[config.mk]
export PLATFORM = sky130hd
export DESIGN_NAME = caseless_substring_search_top
export DESIGN_NICKNAME = d
export VERILOG_FILES = /design/src/css_pkg.sv /design/src/caseless_substring_search_top.sv /design/src/css_cell.sv /design/src/css_track.sv
export VERILOG_INCLUDE_DIRS = /design/src /design/src/src
export SDC_FILE = /design/constraint.sdc
export NUM_CORES = 1
export LEC_CHECK = 0
export ABC_CLOCK_PERIOD_IN_PS = 14250
export BUFFER_PORTS_ARGS = -buffer_cell sky130_fd_sc_hd__buf_2
export CAP_MARGIN = 5
export CELL_PAD_IN_SITES_DETAIL_PLACEMENT = 1
export CELL_PAD_IN_SITES_GLOBAL_PLACEMENT = 1
export CORE_MARGIN = 8
export CORE_UTILIZATION = 40
export DETAILED_ROUTE_END_ITERATION = 10
export PLACE_DENSITY_LB_ADDON = 0.1
export SKIP_LAST_GASP = 1
export SYNTH_ARGS = -nofsm -noshare
export SYNTH_HDL_FRONTEND = slang
export SYNTH_SLANG_ARGS = --single-unit
export TNS_END_PERCENT = 10
[constraint.sdc]
create_clock -name clk -period 14.25 [get_ports clk]
set_input_delay 0.7125 -clock clk [delete_from_list [all_inputs] [get_ports clk]]
set_output_delay 0.7125 -clock clk [all_outputs]
set_load 0.01 [all_outputs]
[src/caseless_substring_search_top_assert.svh]
// Assertion macros for the caseless substring search block.
// Included by the modules that carry concurrent checks; no other dependencies.
`ifndef CASELESS_SUBSTRING_SEARCH_TOP_ASSERT_SVH
`define CASELESS_SUBSTRING_SEARCH_TOP_ASSERT_SVH

`ifndef SYNTHESIS
`define CSS_ASSERT(lbl, clk, rst_n, prop, msg) \
  lbl: assert property (@(posedge clk) disable iff (!rst_n) prop) \
    else $error(msg);
`define CSS_ASSERT_NEXT(lbl, clk, rst_n, ante, cons, msg) \
  lbl: assert property (@(posedge clk) disable iff (!rst_n) (ante) |=> (cons)) \
    else $error(msg);
`else
`define CSS_ASSERT(lbl, clk, rst_n, prop, msg)
`define CSS_ASSERT_NEXT(lbl, clk, rst_n, ante, cons, msg)
`endif

`endif

[src/css_pkg.sv]
// Shared types, constants and case folding for the caseless substring search.
// No dependencies.
`timescale 1ns / 1ps

package css_pkg;

  localparam int PAT_BYTES       = 16;
  localparam int MAX_PATTERN_DEF = 16;
  localparam int TEXT_SIZE_DEF   = 1048576;

  localparam int BYTE_W  = 8;
  localparam int LEN_W   = 5;
  localparam int POS_W   = 20;
  localparam int END_W   = 21;
  localparam int CFG_W   = 64;
  localparam int IDX_W   = 3;

  localparam logic [BYTE_W-1:0] LOW_A      = 8'h61;
  localparam logic [BYTE_W-1:0] LOW_Z      = 8'h7A;
  localparam logic [BYTE_W-1:0] CASE_SHIFT = 8'h20;

  typedef enum logic [IDX_W-1:0] {
    REG_PATTERN_LEN  = 3'd0,
    REG_PATTERN_LOW  = 3'd1,
    REG_PATTERN_HIGH = 3'd2,
    REG_BACKWARD     = 3'd3,
    REG_SCAN_FROM    = 3'd4
  } reg_idx_t;

  typedef enum logic [1:0] {
    ST_PRIMARY = 2'd0,
    ST_WRAP    = 2'd1,
    ST_NONE    = 2'd2,
    ST_EMPTY   = 2'd3
  } status_t;

  // one compare result travelling from the cell row to the tracker
  typedef struct packed {
    logic vld;
    logic last;
    logic hit;
    logic prim;
  } step_t;

  function automatic logic [BYTE_W-1:0] fold(input logic [BYTE_W-1:0] c);
    logic [BYTE_W-1:0] r;
    r = c;
    if (c >= LOW_A && c <= LOW_Z) begin
      r = c - CASE_SHIFT;
    end
    return r;
  endfunction

endpackage

[src/caseless_substring_search_top.sv]
// Top level of the caseless substring search: config registers, history cell row, counters.
// Depends on css_pkg, css_cell, css_track and the assertion macro header.
//
//  channel | direction | transfer when            | payload
//  in      | input     | in_valid && !in_stall    | in_text_byte, in_last_byte
//  out     | output    | out_valid && !out_stall  | out_status, out_match_start, out_match_end
//  cfg     | input     | cfg_we                   | cfg_index, cfg_data
//
// One text byte per cycle while in_stall is low; the cell row shifts once per counted byte.
// The result of a text passes the compare stage, the tracker stage and the pending register to the output register.
// Reset (synchronous) clears the config registers, the byte count and all hit tracking.
// Input stalls only while one result waits under out_stall in the output register and a second behind it.
`timescale 1ns / 1ps
`include "caseless_substring_search_top_assert.svh"

module caseless_substring_search_top #(
  parameter int MAX_PATTERN = css_pkg::MAX_PATTERN_DEF,
  parameter int TEXT_SIZE   = css_pkg::TEXT_SIZE_DEF
) (
  input  logic                          clk,
  input  logic                          rst_n,
  input  logic                          in_valid,
  output logic                          in_stall,
  input  logic [css_pkg::BYTE_W-1:0]    in_text_byte,
  input  logic                          in_last_byte,
  output logic                          out_valid,
  input  logic                          out_stall,
  output logic [1:0]                    out_status,
  output logic [css_pkg::POS_W-1:0]     out_match_start,
  output logic [css_pkg::END_W-1:0]     out_match_end,
  input  logic                          cfg_we,
  input  logic [css_pkg::IDX_W-1:0]     cfg_index,
  input  logic [css_pkg::CFG_W-1:0]     cfg_data
);

  localparam int NC = (MAX_PATTERN < css_pkg::PAT_BYTES) ? MAX_PATTERN : css_pkg::PAT_BYTES;
  localparam int CW = $clog2(TEXT_SIZE + 1);
  localparam int KW = (CW > css_pkg::POS_W) ? CW : css_pkg::POS_W;

  logic [css_pkg::LEN_W-1:0]  plen_r;
  logic [css_pkg::CFG_W-1:0]  plow_r, phigh_r;
  logic                       bwd_r;
  logic [css_pkg::POS_W-1:0]  from_r;

  logic [css_pkg::LEN_W-1:0]  len;
  logic [css_pkg::PAT_BYTES*css_pkg::BYTE_W-1:0] pat_raw, pat_fold;

  logic [CW-1:0] cnt_r, cnt_inc, cnt1_r;
  logic          v1_r, last1_r, live1_r;
  logic          hold, acc, live;

  logic [css_pkg::BYTE_W-1:0] chain [NC+1];
  logic [NC-1:0]              eq_vec;

  css_pkg::step_t step;
  logic [CW-1:0]  start;

  always_ff @(posedge clk) begin
    if (!rst_n) begin
      plen_r  <= '0;
      plow_r  <= '0;
      phigh_r <= '0;
      bwd_r   <= 1'b0;
      from_r  <= '0;
    end else if (cfg_we) begin
      unique case (cfg_index)
        css_pkg::REG_PATTERN_LEN:  plen_r  <= cfg_data[css_pkg::LEN_W-1:0];
        css_pkg::REG_PATTERN_LOW:  plow_r  <= cfg_data;
        css_pkg::REG_PATTERN_HIGH: phigh_r <= cfg_data;
        css_pkg::REG_BACKWARD:     bwd_r   <= cfg_data[0];
        css_pkg::REG_SCAN_FROM:    from_r  <= cfg_data[css_pkg::POS_W-1:0];
        default: ;
      endcase
    end
  end

  always_comb begin
    len = (plen_r > css_pkg::LEN_W'(NC)) ? css_pkg::LEN_W'(NC) : plen_r;
    pat_raw = {phigh_r, plow_r};
    for (int b = 0; b < css_pkg::PAT_BYTES; b++) begin
      pat_fold[b*css_pkg::BYTE_W +: css_pkg::BYTE_W] =
        css_pkg::fold(pat_raw[b*css_pkg::BYTE_W +: css_pkg::BYTE_W]);
    end
  end

  assign in_stall = hold;
  assign acc      = in_valid && !hold;
  assign live     = cnt_r < CW'(TEXT_SIZE);
  assign cnt_inc  = cnt_r + CW'(1);
  assign chain[0] = css_pkg::fold(in_text_byte);

  for (genvar k = 0; k < NC; k++) begin : g_cell
    css_cell #(
      .IDX (k)
    ) u_cell (
      .clk   (clk),
      .shift (acc && live),
      .din   (chain[k]),
      .pat   (pat_fold),
      .len   (len),
      .dout  (chain[k+1]),
      .eq    (eq_vec[k])
    );
  end

  always_ff @(posedge clk) begin
    if (!rst_n) begin
      cnt_r   <= '0;
      v1_r    <= 1'b0;
      last1_r <= 1'b0;
      live1_r <= 1'b0;
    end else begin
      if (acc) begin
        if (in_last_byte) begin
          cnt_r <= '0;
        end else if (live) begin
          cnt_r <= cnt_inc;
        end
      end
      if (!hold) begin
        v1_r    <= acc;
        last1_r <= in_last_byte;
        live1_r <= live;
      end
    end
  end

  always_ff @(posedge clk) begin
    if (!hold) begin
      cnt1_r <= live ? cnt_inc : cnt_r;
    end
  end

  always_comb begin
    start     = cnt1_r - CW'(len);
    step.vld  = v1_r;
    step.last = last1_r;
    step.hit  = live1_r && (len != '0) && (cnt1_r >= CW'(len)) && (&eq_vec);
    step.prim = bwd_r ? (KW'(start) <= KW'(from_r)) : (KW'(start) >= KW'(from_r));
  end

  css_track #(
    .CW (CW)
  ) u_track (
    .clk             (clk),
    .rst_n           (rst_n),
    .step            (step),
    .start           (start),
    .len             (len),
    .backward        (bwd_r),
    .scan_from       (from_r),
    .hold            (hold),
    .out_valid       (out_valid),
    .out_stall       (out_stall),
    .out_status      (out_status),
    .out_match_start (out_match_start),
    .out_match_end   (out_match_end)
  );

  `CSS_ASSERT_NEXT(a_cnt_clear, clk, rst_n, acc && in_last_byte, cnt_r == '0, "byte count not cleared at text end")
  `CSS_ASSERT_NEXT(a_step_vld, clk, rst_n, acc, v1_r, "accepted byte missing from compare stage")
  `CSS_ASSERT(a_cnt_bound, clk, rst_n, cnt_r <= CW'(TEXT_SIZE), "byte count past text size")

endmodule

[src/css_cell.sv]
// One history cell: holds a folded text byte and whether it matches its pattern byte.
// Depends on css_pkg.
`timescale 1ns / 1ps

module css_cell #(
  parameter int IDX = 0
) (
  input  logic                                         clk,
  input  logic                                         shift,
  input  logic [css_pkg::BYTE_W-1:0]                   din,
  input  logic [css_pkg::PAT_BYTES*css_pkg::BYTE_W-1:0] pat,
  input  logic [css_pkg::LEN_W-1:0]                    len,
  output logic [css_pkg::BYTE_W-1:0]                   dout,
  output logic                                         eq
);

  logic [css_pkg::BYTE_W-1:0] byte_r, byte_nxt;
  logic                       eq_r, eq_nxt;
  logic [css_pkg::LEN_W-1:0]  sel_full;
  logic [3:0]                 sel;
  logic                       active;

  // cell IDX lines up with pattern byte len-1-IDX
  always_comb begin
    sel_full = len - css_pkg::LEN_W'(IDX + 1);
    sel      = sel_full[3:0];
    active   = len > css_pkg::LEN_W'(IDX);
    byte_nxt = din;
    eq_nxt   = !active || (din == pat[sel*css_pkg::BYTE_W +: css_pkg::BYTE_W]);
  end

  always_ff @(posedge clk) begin
    if (shift) begin
      byte_r <= byte_nxt;
      eq_r   <= eq_nxt;
    end
  end

  assign dout = byte_r;
  assign eq   = eq_r;

endmodule

[src/css_track.sv]
// Match tracker: keeps primary and wrap hits per text and forms the result.
// Depends on css_pkg and the assertion macro header.
`timescale 1ns / 1ps
`include "caseless_substring_search_top_assert.svh"

module css_track #(
  parameter int CW = 21
) (
  input  logic                          clk,
  input  logic                          rst_n,
  input  css_pkg::step_t                step,
  input  logic [CW-1:0]                 start,
  input  logic [css_pkg::LEN_W-1:0]     len,
  input  logic                          backward,
  input  logic [css_pkg::POS_W-1:0]     scan_from,
  output logic                          hold,
  output logic                          out_valid,
  input  logic                          out_stall,
  output logic [1:0]                    out_status,
  output logic [css_pkg::POS_W-1:0]     out_match_start,
  output logic [css_pkg::END_W-1:0]     out_match_end
);

  localparam int EW = (CW > css_pkg::END_W ? CW : css_pkg::END_W) + 1;

  logic           v2_r, last2_r, hit2_r, prim2_r;
  logic [CW-1:0]  s2_r;
  logic           pf_r, wf_r, pf_nxt, wf_nxt;
  logic [CW-1:0]  ph_r, wh_r, ph_nxt, wh_nxt;
  logic           fin_v_r, fin_pf_r, fin_wf_r;
  logic [CW-1:0]  fin_ph_r, fin_wh_r;
  logic           out_v_r;
  logic [1:0]     st_r, st_nxt;
  logic [css_pkg::POS_W-1:0] ms_r, ms_nxt;
  logic [css_pkg::END_W-1:0] me_r, me_nxt;
  logic           en, fin_take, fin_load;
  logic [CW-1:0]  sel_hit;
  logic [EW-1:0]  end_sum;

  assign hold     = fin_v_r && out_v_r && out_stall;
  assign en       = !hold;
  assign fin_take = fin_v_r && (!out_v_r || !out_stall);
  assign fin_load = en && v2_r && last2_r;

  always_comb begin
    pf_nxt = pf_r;
    wf_nxt = wf_r;
    ph_nxt = ph_r;
    wh_nxt = wh_r;
    if (v2_r && hit2_r) begin
      if (prim2_r) begin
        if (backward || !pf_r) begin
          pf_nxt = 1'b1;
          ph_nxt = s2_r;
        end
      end else begin
        if (backward || !wf_r) begin
          wf_nxt = 1'b1;
          wh_nxt = s2_r;
        end
      end
    end
  end

  always_comb begin
    sel_hit = fin_pf_r ? fin_ph_r : fin_wh_r;
    end_sum = EW'(sel_hit) + EW'(len);
    if (len == '0) begin
      st_nxt = css_pkg::ST_EMPTY;
      ms_nxt = scan_from;
      me_nxt = css_pkg::END_W'(scan_from);
    end else if (fin_pf_r || fin_wf_r) begin
      st_nxt = fin_pf_r ? css_pkg::ST_PRIMARY : css_pkg::ST_WRAP;
      ms_nxt = css_pkg::POS_W'(sel_hit);
      me_nxt = css_pkg::END_W'(end_sum);
    end else begin
      st_nxt = css_pkg::ST_NONE;
      ms_nxt = '0;
      me_nxt = '0;
    end
  end

  always_ff @(posedge clk) begin
    if (!rst_n) begin
      v2_r    <= 1'b0;
      last2_r <= 1'b0;
      hit2_r  <= 1'b0;
      prim2_r <= 1'b0;
      pf_r    <= 1'b0;
      wf_r    <= 1'b0;
      ph_r    <= '0;
      wh_r    <= '0;
      fin_v_r <= 1'b0;
      out_v_r <= 1'b0;
    end else begin
      if (en) begin
        v2_r    <= step.vld;
        last2_r <= step.last;
        hit2_r  <= step.hit;
        prim2_r <= step.prim;
        if (v2_r) begin
          if (last2_r) begin
            pf_r <= 1'b0;
            wf_r <= 1'b0;
            ph_r <= '0;
            wh_r <= '0;
          end else begin
            pf_r <= pf_nxt;
            wf_r <= wf_nxt;
            ph_r <= ph_nxt;
            wh_r <= wh_nxt;
          end
        end
      end
      if (fin_load) begin
        fin_v_r <= 1'b1;
      end else if (fin_take) begin
        fin_v_r <= 1'b0;
      end
      if (fin_take) begin
        out_v_r <= 1'b1;
      end else if (!out_stall) begin
        out_v_r <= 1'b0;
      end
    end
  end

  always_ff @(posedge clk) begin
    if (en) begin
      s2_r <= start;
    end
    if (fin_load) begin
      fin_pf_r <= pf_nxt;
      fin_wf_r <= wf_nxt;
      fin_ph_r <= ph_nxt;
      fin_wh_r <= wh_nxt;
    end
    if (fin_take) begin
      st_r <= st_nxt;
      ms_r <= ms_nxt;
      me_r <= me_nxt;
    end
  end

  assign out_valid       = out_v_r;
  assign out_status      = st_r;
  assign out_match_start = ms_r;
  assign out_match_end   = me_r;

  `CSS_ASSERT_NEXT(a_fin_load, clk, rst_n, fin_load, fin_v_r && !pf_r && !wf_r, "text end not captured")
  `CSS_ASSERT_NEXT(a_fin_keep, clk, rst_n, hold, fin_v_r, "pending result lost under stall")
  `CSS_ASSERT(a_none_zero, clk, rst_n, out_v_r && out_status == css_pkg::ST_NONE |-> out_match_start == '0 && out_match_end == '0, "no-match result not zero")

endmodule

### Yosys cells after proc, flatten, opt, wreduce, memory -nomap -nowiden

Index checks and enable logic that the tools add are counted.

| word-level totals | value |
|---|---|
| register bits | 493 |
| input port bits | 81 |
| output and inout port bits | 45 |
| logic and storage cells | 320 |

| operators by class | value |
|---|---|
| add/subtract/negate cells | 36 |
| order comparisons | 55 |
| eq/ne operators | 21 |
| shifts and indexed selects | 16 |
| multiplexer cells | 48 |
| bitwise operators | 2 |
| reductions and logical operators | 81 |

Operator list:

| kind | count |
|---|---|
| indexed part select 128 x 8 -> 8 bit | 16 |
| 2-to-1 mux 21 bit | 11 |
| >= comparator 8 x 7 -> 1 bit (second input constant) | 17 |
| less-or-equal comparator 8 x 7 -> 1 bit (second input constant) | 17 |
| 2-to-1 mux 8 bit | 17 |
| subtractor 8 x 6 -> 8 bit (second input constant) | 17 |
| equality test 8 bit | 16 |
| 2-to-1 mux 20 bit | 4 |
| greater-than comparator 5 x 4 -> 1 bit (second input constant) | 8 |
| subtractor 4 bit (second input constant) | 8 |
| logical AND 1 bit | 28 |
| adder 21 x 1 -> 21 bit (second input constant) | 1 |
| adder 21 x 5 -> 21 bit | 1 |
| >= comparator 21 x 20 -> 1 bit | 1 |
| >= comparator 21 x 5 -> 1 bit | 1 |
| less-or-equal comparator 21 x 20 -> 1 bit | 1 |
| zero test 1 bit | 21 |
| < comparator 21 bit (second input constant) | 1 |
| subtractor 21 x 5 -> 21 bit | 1 |
| greater-than comparator 5 x 3 -> 1 bit (second input constant) | 4 |
| logical OR 1 bit | 20 |
| AND reduction 16 bit | 1 |
| subtractor 4 x 3 -> 4 bit (second input constant) | 4 |
| 2-to-1 mux 1 bit | 15 |
| 17 further kinds | 28 |

### Logic depth before layout (Yosys ltp)

Gate-level depths: netlist of run 1.

| logic depth | value |
|---|---|
| depth after elaboration | 6 |
| depth in mapped cells | 23 |
| depth with buffers taken out | 20 |

### By module

Synthesis of run 1 repeated with hierarchy kept, for this count alone.

| unflattened totals | value |
|---|---|
| cell total of the unflattened synthesis | 3545 |
| area total of the unflattened synthesis | 41320.9 um2 |

By module, submodules not included:

| module | times used | cells an instance | area each (um2) | sequential area each (um2) |
|---|---|---|---|---|
| caseless_substring_search_top | 1 | 1252 | 10005.8 | 4194.0 |
| css_track | 1 | 623 | 7148.1 | 4244.1 |
| css_cell (g_cell[11].u_cell) | 1 | 141 | 1754.2 | 270.3 |
| css_cell (g_cell[3].u_cell) | 1 | 141 | 1671.6 | 270.3 |
| css_cell (g_cell[9].u_cell) | 1 | 95 | 1566.5 | 270.3 |
| css_cell (g_cell[7].u_cell) | 1 | 122 | 1542.7 | 270.3 |
| css_cell (g_cell[1].u_cell) | 1 | 93 | 1535.2 | 270.3 |
| css_cell (g_cell[5].u_cell) | 1 | 92 | 1530.2 | 270.3 |
| css_cell (g_cell[13].u_cell) | 1 | 95 | 1483.9 | 270.3 |
| css_cell (g_cell[15].u_cell) | 1 | 110 | 1475.2 | 270.3 |
| css_cell (g_cell[4].u_cell) | 1 | 102 | 1473.9 | 270.3 |
| css_cell (g_cell[12].u_cell) | 1 | 101 | 1467.7 | 270.3 |
| css_cell (g_cell[6].u_cell) | 1 | 93 | 1456.4 | 270.3 |
| css_cell (g_cell[0].u_cell) | 1 | 91 | 1451.4 | 270.3 |
| +4 rows | -- | -- | -- | -- |

### Worst setup path after synthesis of run 1

OpenSTA, ideal clock, no wires.

| timing | value |
|---|---|
| kind | input port to flip-flop |
| start point | input out_stall |
| end point | register g_cell[0].u_cell.byte_r, in the netlist g_cell[0].u_cell.dout[0] (enable) |
| setup time | 634 ps |
| arrival | 6925 ps |
| data required time | 13616 ps |
| path slack | 6691 ps |
| stages on the path | 4 |
| path buffers | 1 |
| path through | nand3_1 -> nand2_1 -> clkbuf_1 -> nor2_1 |

| between the ends | value |
|---|---|
| cells in the longest elaborated chain, start to end | 4 |

Ends and longest elaborated chain:

| what | line | text |
|---|---|---|
| start, declared | caseless_substring_search_top.sv:27 | `input logic out_stall,` |
| logical AND 1 bit | css_track.sv:40 | `assign hold = fin_v_r && out_v_r && out_stall;` |
| zero test 1 bit | caseless_substring_search_top.sv:87 | `assign acc = in_valid && !hold;` |
| logical AND 1 bit | caseless_substring_search_top.sv:87 |  |
| logical AND 1 bit | caseless_substring_search_top.sv:97 | `.shift (acc && live),` |
| net g_cell[0].u_cell.shift | css_cell.sv:9 | `input logic shift,` |
| end signal, assigned | css_cell.sv:34 | `byte_r <= byte_nxt;` |
| end, declared | css_cell.sv:17 | `logic [css_pkg::BYTE_W-1:0] byte_r, byte_nxt;` |

The timed path passes the listed nets, and every way through them passes these cells.
A chain may end at the register's enable or synchronous reset.

### Worst setup path in the final report of run 1

| timing | value |
|---|---|
| start point | register plen_r[4] (netlist bit) |
| end point | register g_cell[4].u_cell.eq_r, data pin |

| between the ends | value |
|---|---|
| cells in the longest elaborated chain, start to end | 6 |
| elaborated cells on any way between the ends | 8 |
| those cells by class | add/sub (1); order compare (2); eq/ne (1); shift (1); mux (1); reduce/logical (2) |

Ends and longest elaborated chain:

| what | line | text |
|---|---|---|
| start, declared | caseless_substring_search_top.sv:40 | `logic [css_pkg::LEN_W-1:0] plen_r;` |
| start signal, assigned | caseless_substring_search_top.sv:67 | `css_pkg::REG_PATTERN_LEN: plen_r <= cfg_data[css_pkg::LEN_W-1:0];` |
| greater-than comparator 5 bit | caseless_substring_search_top.sv:78 | `len = (plen_r > css_pkg::LEN_W'(NC)) ? css_pkg::LEN_W'(NC) : plen_r;` |
| 2-to-1 mux 5 bit (*) | caseless_substring_search_top.sv:78 |  |
| subtractor 4 x 3 -> 4 bit | css_cell.sv:25 | `sel_full = len - css_pkg::LEN_W'(IDX + 1);` |
| indexed part select 128 x 8 -> 8 bit | css_cell.sv:29 | `eq_nxt = !active \|\| (din == pat[sel*css_pkg::BYTE_W +: css_pkg::BYTE_W]);` |
| equality test 8 bit | css_cell.sv:29 |  |
| logical OR 1 bit (*) | css_cell.sv:29 |  |
| net g_cell[4].u_cell.eq_nxt | css_cell.sv:18 | `logic eq_r, eq_nxt;` |
| end signal, assigned | css_cell.sv:35 | `eq_r <= eq_nxt;` |
| end, declared | css_cell.sv:18 |  |

Mark *: on every way through the listed nets, which the timed path passes. The rest lies on a longest branch.

==> out/results.md, run 1 <==
| Parameter | This run | Unit |
|---|---|---|
| Number of DRC markers after the initial detailed-route iteration | 2,239 | - |
| Final worst path period share | 37.6 | % |
| Setup slack of the most critical reg-to-reg path | 8890 | ps |
| Number of maximum-capacitance violations | 0 | - |
| 1st-pass router iterations | 5 | - |
| Area of all placed cells without fillers | 0.0324 | sq mm |
| CTS tree | built | - |
| Final clock skew | 49.6 | ps |
| Post-synthesis cell type count | 62 | - |
| Post-Place Cell Area | 0.0304 | sq mm |
| Aggregate global routing overflow | 0 | - |
| Endpoint of the lowest-slack register-to-register path | g_cell[4].u_cell.eq$_DFFE_PP_ | - |
| Critical path fanouts, max | 43 | - |
| Static leakage power | 11.7 | nW |
| Detail Route Antenna Nets | 0 | - |
| Min-Delay Path Depth | 3 | - |
| Startpoint of the worst register-to-register path | plen_r[4]$_SDFFE_PN0P_ | - |
| DR vias | 22,200 | - |
| Boundary Pins | 126 | - |
| Count of unresolved DRC violations after routing | 0 | - |
| WP data arrival | 5810 | ps |
| Gates resized, CTS repair | 0 | - |
| Worst hold path endpoint | plow_r[63]$_SDFFE_PN0P_ | - |
| Worst skew pair latency | 640 | ps |
| Worst path required time | 14,710 | ps |
| Core box area | 0.0714 | sq mm |
| Result of the run | finished clean | - |
| Total power | 3.50 | mW |
| Routability Congestion | 0.953 | - |
| Fraction of layout cells with a size suffix above 1 | 16.8 | % |
| Number of enable flip-flop cells after synthesis | 265 | - |
| Initial Util | 40.4 | % |
| Cts-stage hold buffer count | 0 | - |
| Clock transition at the registers of the reported paths | 60 | ps |
| Commonest cells after routing, fill and taps aside | nand2_1 (417), edfxtp_1 (265), mux2i_1 (244) | - |
| CTS H-tree depth | 2 | - |
| Chip Height | 284 | microns |
| Flip-flop and latch count after synthesis | 493 | - |
| Count of placed standard cells including taps | 3,622 | - |
| Die span in x | 284 | microns |
| First-pass GRT wire length | 152,000 | microns |
| Num CTS Buffers | 56 | - |
| Net count of the mapped netlist | 2,808 | - |
| Final Max Tran Viols | 0 | - |
| Mean instance size in the synthesized netlist | 10.8 | sq um |
| Leading cell type in the layout, fill and taps excluded | nand2_1 | - |
| Synth-to-Final Area Change | 12.5 | % |
| Antenna violations before repair | 5 | - |
| Number of warning messages in the yosys log | 0 | - |
| Total track usage | 25.0 | % |
| Number of failing hold endpoints at the final stage | 0 | - |
| Final HPWL DP | 80,200 | microns |
| Flip-flop count of the largest register after layout | 120 | - |
| Most common flop cell mapped by yosys | edfxtp_1 | - |
| Die Outline Area | 0.0809 | sq mm |
| Setup repair after global routing missed its margin | no | - |
| Actual transition at the worst max-transition pin | 1400 | ps |
| Post-synthesis sequential area ratio | 43.5 | % |
| Clk buf depth | 3 | - |
| Endpoints failing setup | 0 | - |
| Power density of the placed cells | 108 | mW/mm^2 |
| Max-slew headroom at the worst pin | 6.38 | % |
| Pin count of the biggest net entering global routing | 117 | - |
| Final worst path period need | 5360 | ps |
| Worst reg2reg path depth | 13 | - |
| Root buffer cell | clkbuf_16 | - |
| Path category of the worst min-delay check | in -> reg | - |
| Peak VDD IR | 0.0975 | mV |
| Maximum operating frequency | 0.187 | GHz |
| Origin of the worst min-delay path | cfg_data[63] | - |
| Crit start category | flip-flop | - |
| Area of the mapped netlist | 0.0288 | sq mm |
| Cell count after synthesis | 2,660 | - |
| Setup TNS after final layout | 0 | ps |
| Vias/cell | 5.95 | - |
| Vias in the first global route | 22,100 | - |
| Number of input and output port buffers inserted | 125 | - |
| Post-layout net count | 2,878 | - |
| Std-Cell Rows | 98 | - |
| Kind of capture point of the worst setup path | flip-flop | - |
| Share of synthesized flip-flops with an asynchronous set or reset | 0 | % |
| Setup Crit Path Kind | reg -> reg | - |
| Clock net sink count | 493 | - |
| Total wire length | 105,000 | microns |
| Finished Layout Cells | 3,727 | - |
| DR WL/cell | 28.1 | microns |
| Number of buffers added for setup after CTS | 0 | - |
==> per-layer routing <==
layer / global-route usage [%] / wire (microns)
met1: 37.4 / 49700
met2: 36.5 / 44100
met4: 5.98 / 2590
met3: 5.65 / 8360
met5: 0 / 0
==> layout make-up <==
cell class,count,area [sq um]
fillers,7746,38900
clock inverters,28,412
well taps,950,1190
diodes,1,2.50
clock buffers,76,1620
flip-flops and latches,493,12500
inverters,75,284
repair buffers,163,913
multi-input cells,1941,15500
==> critical path: stages (launching register included) <==
cell and delay [ps]:
dfxtp_1 320, inv_2 160, nand2_2 370, buf_4 420, inv_2 80, buf_4 550
ha_1 420, a21oi_1 110, o22ai_2 960, mux4_2 620, xnor2_1 180, nand3_1 160
or4_1 500, o32ai_1 250
==> where the power goes <==
group | switching (mW) | total, mW | leakage, nW | internal [mW]
logic | 0.186 | 0.310 | 6.31 | 0.124
registers | 0.0588 | 1.60 | 4.36 | 1.54
clock network | 0.626 | 1.59 | 0.991 | 0.963
==> cell families (layout without fill, tap and decap cells) <==
family,count (synthesis),after routing,share of synthesized area [%]
compound gates,468,468,11.4
other cells,0,1,0
mux,431,431,20.9
buf+inv,226,342,3.12
flops,493,493,43.5
xor+xnor,195,195,5.93
fa+ha+maj,67,67,2.96
simple gates,780,780,12.1
==> how the worst max path moves through the flow <==
stage                           startpoint                                  to  slack, ps  cells after the start
floorplan                        out_stall  g_cell[0].u_cell.dout[0]$_DFFE_PP_       6690                      4
CTS                 plen_r[4]$_SDFFE_PN0P_       g_cell[4].u_cell.eq$_DFFE_PP_       8870                     13
detailed placement  plen_r[4]$_SDFFE_PN0P_       g_cell[4].u_cell.eq$_DFFE_PP_       8910                     13
global placement    plen_r[4]$_SDFFE_PN0P_       g_cell[4].u_cell.eq$_DFFE_PP_       9070                     13
finish              plen_r[4]$_SDFFE_PN0P_       g_cell[4].u_cell.eq$_DFFE_PP_       8890                     13
global route        plen_r[4]$_SDFFE_PN0P_       g_cell[4].u_cell.eq$_DFFE_PP_       8500                     13
==> stage by stage <==
stage | setup slack, ps | utilization [%] | hold WS (ps)
floorplan | 6690 | - | 441
finish | 8890 | 45.4 | 340
detailed placement | 8910 | 42.6 | 459
global placement | 9070 | 42.6 | 455
global route | 8500 | 45.4 | 337
CTS | 8870 | 45.4 | 306
==> synth_stat cells (all sizes together), types with 12 or more instances <==
| master | count | area share, % |
|---|---|---|
| mux2 | 55 | 2.1 |
| o32ai | 21 | 0.64 |
| xnor2 | 95 | 2.9 |
| and2 | 12 | 0.26 |
| clkbuf | 106 | 1.4 |
| a21oi | 53 | 0.92 |
| mux2i | 244 | 8.5 |
| o31ai | 25 | 0.65 |
| edfxtp | 265 | 28 |
| nor2b | 70 | 1.5 |
| buf | 45 | 0.76 |
| o21ai | 61 | 1.1 |
| inv | 74 | 0.97 |
| nand2b | 17 | 0.37 |
| a21boi | 159 | 4.1 |
| ha | 65 | 2.8 |
| a22oi | 58 | 1.5 |
| a31oi | 12 | 0.26 |
| o2bb2ai | 17 | 0.52 |
| mux4 | 132 | 10 |
| nor2 | 97 | 1.3 |
| nand3 | 46 | 0.80 |
| dfxtp | 228 | 16 |
| nor3 | 60 | 1.0 |
| nand4 | 15 | 0.33 |
| xor2 | 100 | 3.0 |
| nand2 | 418 | 5.4 |
No activity file was read; power rests on OpenSTA's default activity.
==> inputs of run 2 (changes only) <==
--- a/config.mk
+++ b/config.mk
@@ -6,7 +6,8 @@
 export SDC_FILE = /design/constraint.sdc
 export NUM_CORES = 1
 export LEC_CHECK = 0
-export ABC_CLOCK_PERIOD_IN_PS = 14250
+export ABC_AREA = 1
+export ABC_CLOCK_PERIOD_IN_PS = 4500
 export BUFFER_PORTS_ARGS = -buffer_cell sky130_fd_sc_hd__buf_2
 export CAP_MARGIN = 5
 export CELL_PAD_IN_SITES_DETAIL_PLACEMENT = 1
==> constraint.sdc (replaced) <==
create_clock -name clk -period 4.5 [get_ports clk]
set_input_delay 0.225 -clock clk [delete_from_list [all_inputs] [get_ports clk]]
set_output_delay 0.225 -clock clk [all_outputs]
set_load 0.01 [all_outputs]
==> run 2 against run 1 <==
  * Via count up 34%
  * Routed wire length up 22%
  * Synthesized area up 2.4%
  * First-iteration DRC count rose by 27%
  * Non-clock buffer count increased by 91
  * Critical path depth rose by 4
  * Sequential cell count did not move
  * Power rose to 3.4 times the previous value
  * Register-to-register slack got worse by 8400 ps
  * Critical endpoint is now g_cell[2].u_cell.eq$_DFFE_PP_
==> out/results.md, run 2 <==
| Parameter | This run | Unit |
|---|---|---|
| Leading cell type in the layout, fill and taps excluded | nand2_1 | - |
| Total power | 11.8 | mW |
| CTS tree | built | - |
| Pre-CTS setup slack | 394 | ps |
| Pin count of the biggest net entering global routing | 137 | - |
| Root buffer cell | clkbuf_16 | - |
| Number of DRC markers after the initial detailed-route iteration | 2,844 | - |
| Core box area | 0.0730 | sq mm |
| Net count of the mapped netlist | 4,217 | - |
| Worst path required time | 5000 | ps |
| Chip Height | 288 | microns |
| Power density of the placed cells | 353 | mW/mm^2 |
| Final clock skew | 15.0 | ps |
| Critical Path Max Stage Delay | 570 | ps |
| Origin of the worst min-delay path | cfg_data[17] | - |
| Number of enable flip-flop cells after synthesis | 265 | - |
| Hold Slack | 25.9 | ps |
| Number of failing hold endpoints at the final stage | 0 | - |
| Detail Route Antenna Nets | 0 | - |
| WP data arrival | 4500 | ps |
| Flip-flop and latch count after synthesis | 493 | - |
| Die span in x | 288 | microns |
| Adder-cell share of the synthesized area | 2.89 | % |
| Clock net sink count | 493 | - |
| Startpoint of the worst register-to-register path | plen_r[4]$_SDFFE_PN0P_ | - |
| DR WL/cell | 24.6 | microns |
| Cell count after synthesis | 4,069 | - |
| Post-synthesis compound-gate area fraction | 11.2 | % |
| Simple logic cell fraction of the synthesized area | 33.9 | % |
| Finished Layout Cells | 5,194 | - |
| Final worst path period need | 4000 | ps |
| Vias in the first global route | 29,200 | - |
| Total track usage | 30.1 | % |
| Routability Congestion | 0.979 | - |
| Total wire length | 128,000 | microns |
| Most common flop cell mapped by yosys | edfxtp_1 | - |
| Final worst-path setup slack | 504 | ps |
| Static leakage power | 14.0 | nW |
| Fraction of layout cells with a size suffix above 1 | 7.46 | % |
| Min-Delay Path Depth | 3 | - |
| Aggregate global routing overflow | 0 | - |
| Kind of capture point of the worst setup path | flip-flop | - |
| Number of input and output port buffers inserted | 125 | - |
| Boundary Pins | 126 | - |
| Antenna violations before repair | 5 | - |
| Worst-path cell chain | inv_4 > nand2_4 > buf_4 > ha_1 > nand2_1 > nand2_4 > xor2_4 > nand3_1 > nand2_1 > nand2_1 > nand2_1 > nand3_1 > nor2_1 > nand2_1 > nor2_1 > nand2_1 > nand2_1 | - |
| Final worst path period share | 88.8 | % |
| Synth-to-Final Area Change | 13.7 | % |
| Synth top area share | 27.0 | % |
| Area of the mapped netlist | 0.0295 | sq mm |
| Result of the run | finished clean | - |
| Crit start category | flip-flop | - |
| Flip-flop count of the largest register after layout | 120 | - |
| Setup slack of the most critical reg-to-reg path | 500 | ps |
| First-pass GRT wire length | 188,000 | microns |
| Worst reg2reg path depth | 17 | - |
| Max-slew headroom at the worst pin | 26.9 | % |
| CTS H-tree depth | 2 | - |
| Most Frequent Cell on Critical Path | nand2_1 | - |
| 1st-pass router iterations | 6 | - |
| Number of warning messages in the yosys log | 0 | - |
| Synth Area in XOR/XNOR | 2.10 | % |
| Setup Crit Path Kind | reg -> reg | - |
| Peak VDD IR | 0.323 | mV |
| Worst hold path endpoint | phigh_r[17]$_SDFFE_PN0P_ | - |
| Post-synthesis sequential area ratio | 42.4 | % |
| Critical path fanouts, max | 43 | - |
| Setup TNS after final layout | 0 | ps |
| Post-synth top cells | nand2_1 (1,216), nand3_1 (723), inv_1 (308) | - |
| Share of synthesized flip-flops with an asynchronous set or reset | 0 | % |
| Endpoints failing setup | 0 | - |
| Clk buf depth | 3 | - |
| Leading cell type by number of instances after synthesis | nand2_1 | - |
| Std-Cell Rows | 99 | - |
| Setup repair after global routing missed its margin | no | - |
| Final HPWL DP | 99,600 | microns |
| Post-synthesis cell type count | 51 | - |
| Commonest cells after routing, fill and taps aside | nand2_1 (1,216), nand3_1 (722), inv_1 (304) | - |
| Slowest cell on crit path | xor2_4 | - |
| Clock transition at the registers of the reported paths | 60 | ps |
| Most area-hungry cell type in the Yosys netlist | edfxtp_1 | - |
| Num CTS Buffers | 57 | - |
| Largest cells by area after synthesis | edfxtp_1 (27%), dfxtp_1 (15%), nand2_1 (15%) | - |
| Endpoint of the lowest-slack register-to-register path | g_cell[2].u_cell.eq$_DFFE_PP_ | - |
| Mean instance size in the synthesized netlist | 7.25 | sq um |
| Worst skew pair latency | 640 | ps |
| Vias/cell | 5.74 | - |
| Path category of the worst min-delay check | in -> reg | - |
| Number of maximum-capacitance violations | 0 | - |
| Maximum operating frequency | 0.250 | GHz |
| Actual transition at the worst max-transition pin | 1080 | ps |
| Post-layout net count | 4,334 | - |
| Buf+Inv Stages, Crit Path | 2 | - |
| Count of unresolved DRC violations after routing | 0 | - |
| Count of placed standard cells including taps | 5,014 | - |
| Final Max Tran Viols | 0 | - |
| DR vias | 29,800 | - |
| Cell family with the largest share of critical-path delay | simple AND/OR/NAND/NOR gates | - |
| Die Outline Area | 0.0827 | sq mm |
| Number of buffers added for setup after CTS | 0 | - |
| Portion of netlist area occupied by mux cells | 0.339 | % |
| Dominant combinational cell family by area after synthesis | simple AND/OR/NAND/NOR gates | - |
| Initial Util | 40.4 | % |
## run 2: cell types whose count changed in the layout (fill, tap and decap cells not counted), moves of 132 or more
cell	delta
a21boi_0	-157
a21oi_1	+190
inv_1	+235
mux2i_1	-234
mux4_2	-132
nand2_1	+799
nand3_1	+677
o21ai_0	+202
## run 2: worst max-delay path by stage
| stage | startpoint | endpoint | slack, ps | cells after the start |
|---|---|---|---|---|
| final | plen_r[4]$_SDFFE_PN0P_ | g_cell[2].u_cell.eq$_DFFE_PP_ | 500 | 17 |
| after global routing | plen_r[0]$_SDFFE_PN0P_ | u_track.prim2_r$_SDFFE_PN0N_ | 130 | 29 |
| after CTS | plen_r[0]$_SDFFE_PN0P_ | u_track.prim2_r$_SDFFE_PN0N_ | 350 | 29 |
| after detailed placement | plen_r[0]$_SDFFE_PN0P_ | u_track.prim2_r$_SDFFE_PN0N_ | 390 | 29 |
| after global placement | plen_r[0]$_SDFFE_PN0P_ | u_track.prim2_r$_SDFFE_PN0N_ | 610 | 29 |
| after floorplan | u_track.out_valid$_SDFFE_PN0P_ | g_cell[0].u_cell.dout[0]$_DFFE_PP_ | 320 | 7 |
## run 2: worst reg2reg max path, delay by kind of cell (launching register included)
kind,cells,cell delay (ps)
xor+xnor,1,570
fa+ha+maj,1,490
buf+inv,2,600
flops,1,440
simple gates,13,1770
## run 2: metrics by stage
stage	utilization, %	instance area [sq um]
final	46.0	33500
after floorplan	-	29500
after CTS	46.0	33500
after detailed placement	42.4	31000
after global placement	42.4	31000
after global routing	46.0	33500
## run 2: power breakdown
part / switching [mW] / internal [mW]
Clock: 2.07 / 2.65
Sequential: 0.159 / 4.92
Combinational: 1.44 / 0.606
## run 2: area by class of cell
class	count	area [sq um]
Inverter	321	1210
Fill cell	9168	39400
Clock inverter	29	272
Timing Repair Buffer	254	1810
Sequential cell	493	12500
Tap cell	959	1200
Antenna cell	1	2.50
Clock buffer	78	1590
Multi-Input combinational cell	3059	14900
## run 2: per-layer routing
| metal | GRT usage [%] | part of all wire, % | vias up |
|---|---|---|---|
| met5 | 0 | 0 | - |
| met4 | 12.4 | 4.7 | 0 |
| met3 | 4.49 | 7.1 | 226 |
| met2 | 46.8 | 44 | 1040 |
| met1 | 41.7 | 45 | 14600 |
| li1 | - | - | 14000 |
## run 2: cells by family (layout without fill, tap and decap cells)
group | count (synthesis) | after routing
buffers and inverters | 517 | 682
multiplexers | 10 | 10
flip-flops | 493 | 493
other | 0 | 1
XOR/XNOR | 56 | 56
AND/OR/NAND/NOR | 2295 | 2295
adder cells (fa/ha/maj) | 67 | 67
AO/OA/AOI/OAI | 631 | 631
## run 2: repair_timing
item                                    in CTS  in global routing
gates resized for setup                      0                  2
endpoints found under the setup margin       0                  1
hold endpoints to repair                   143                  0
hold buffers                                72                  0
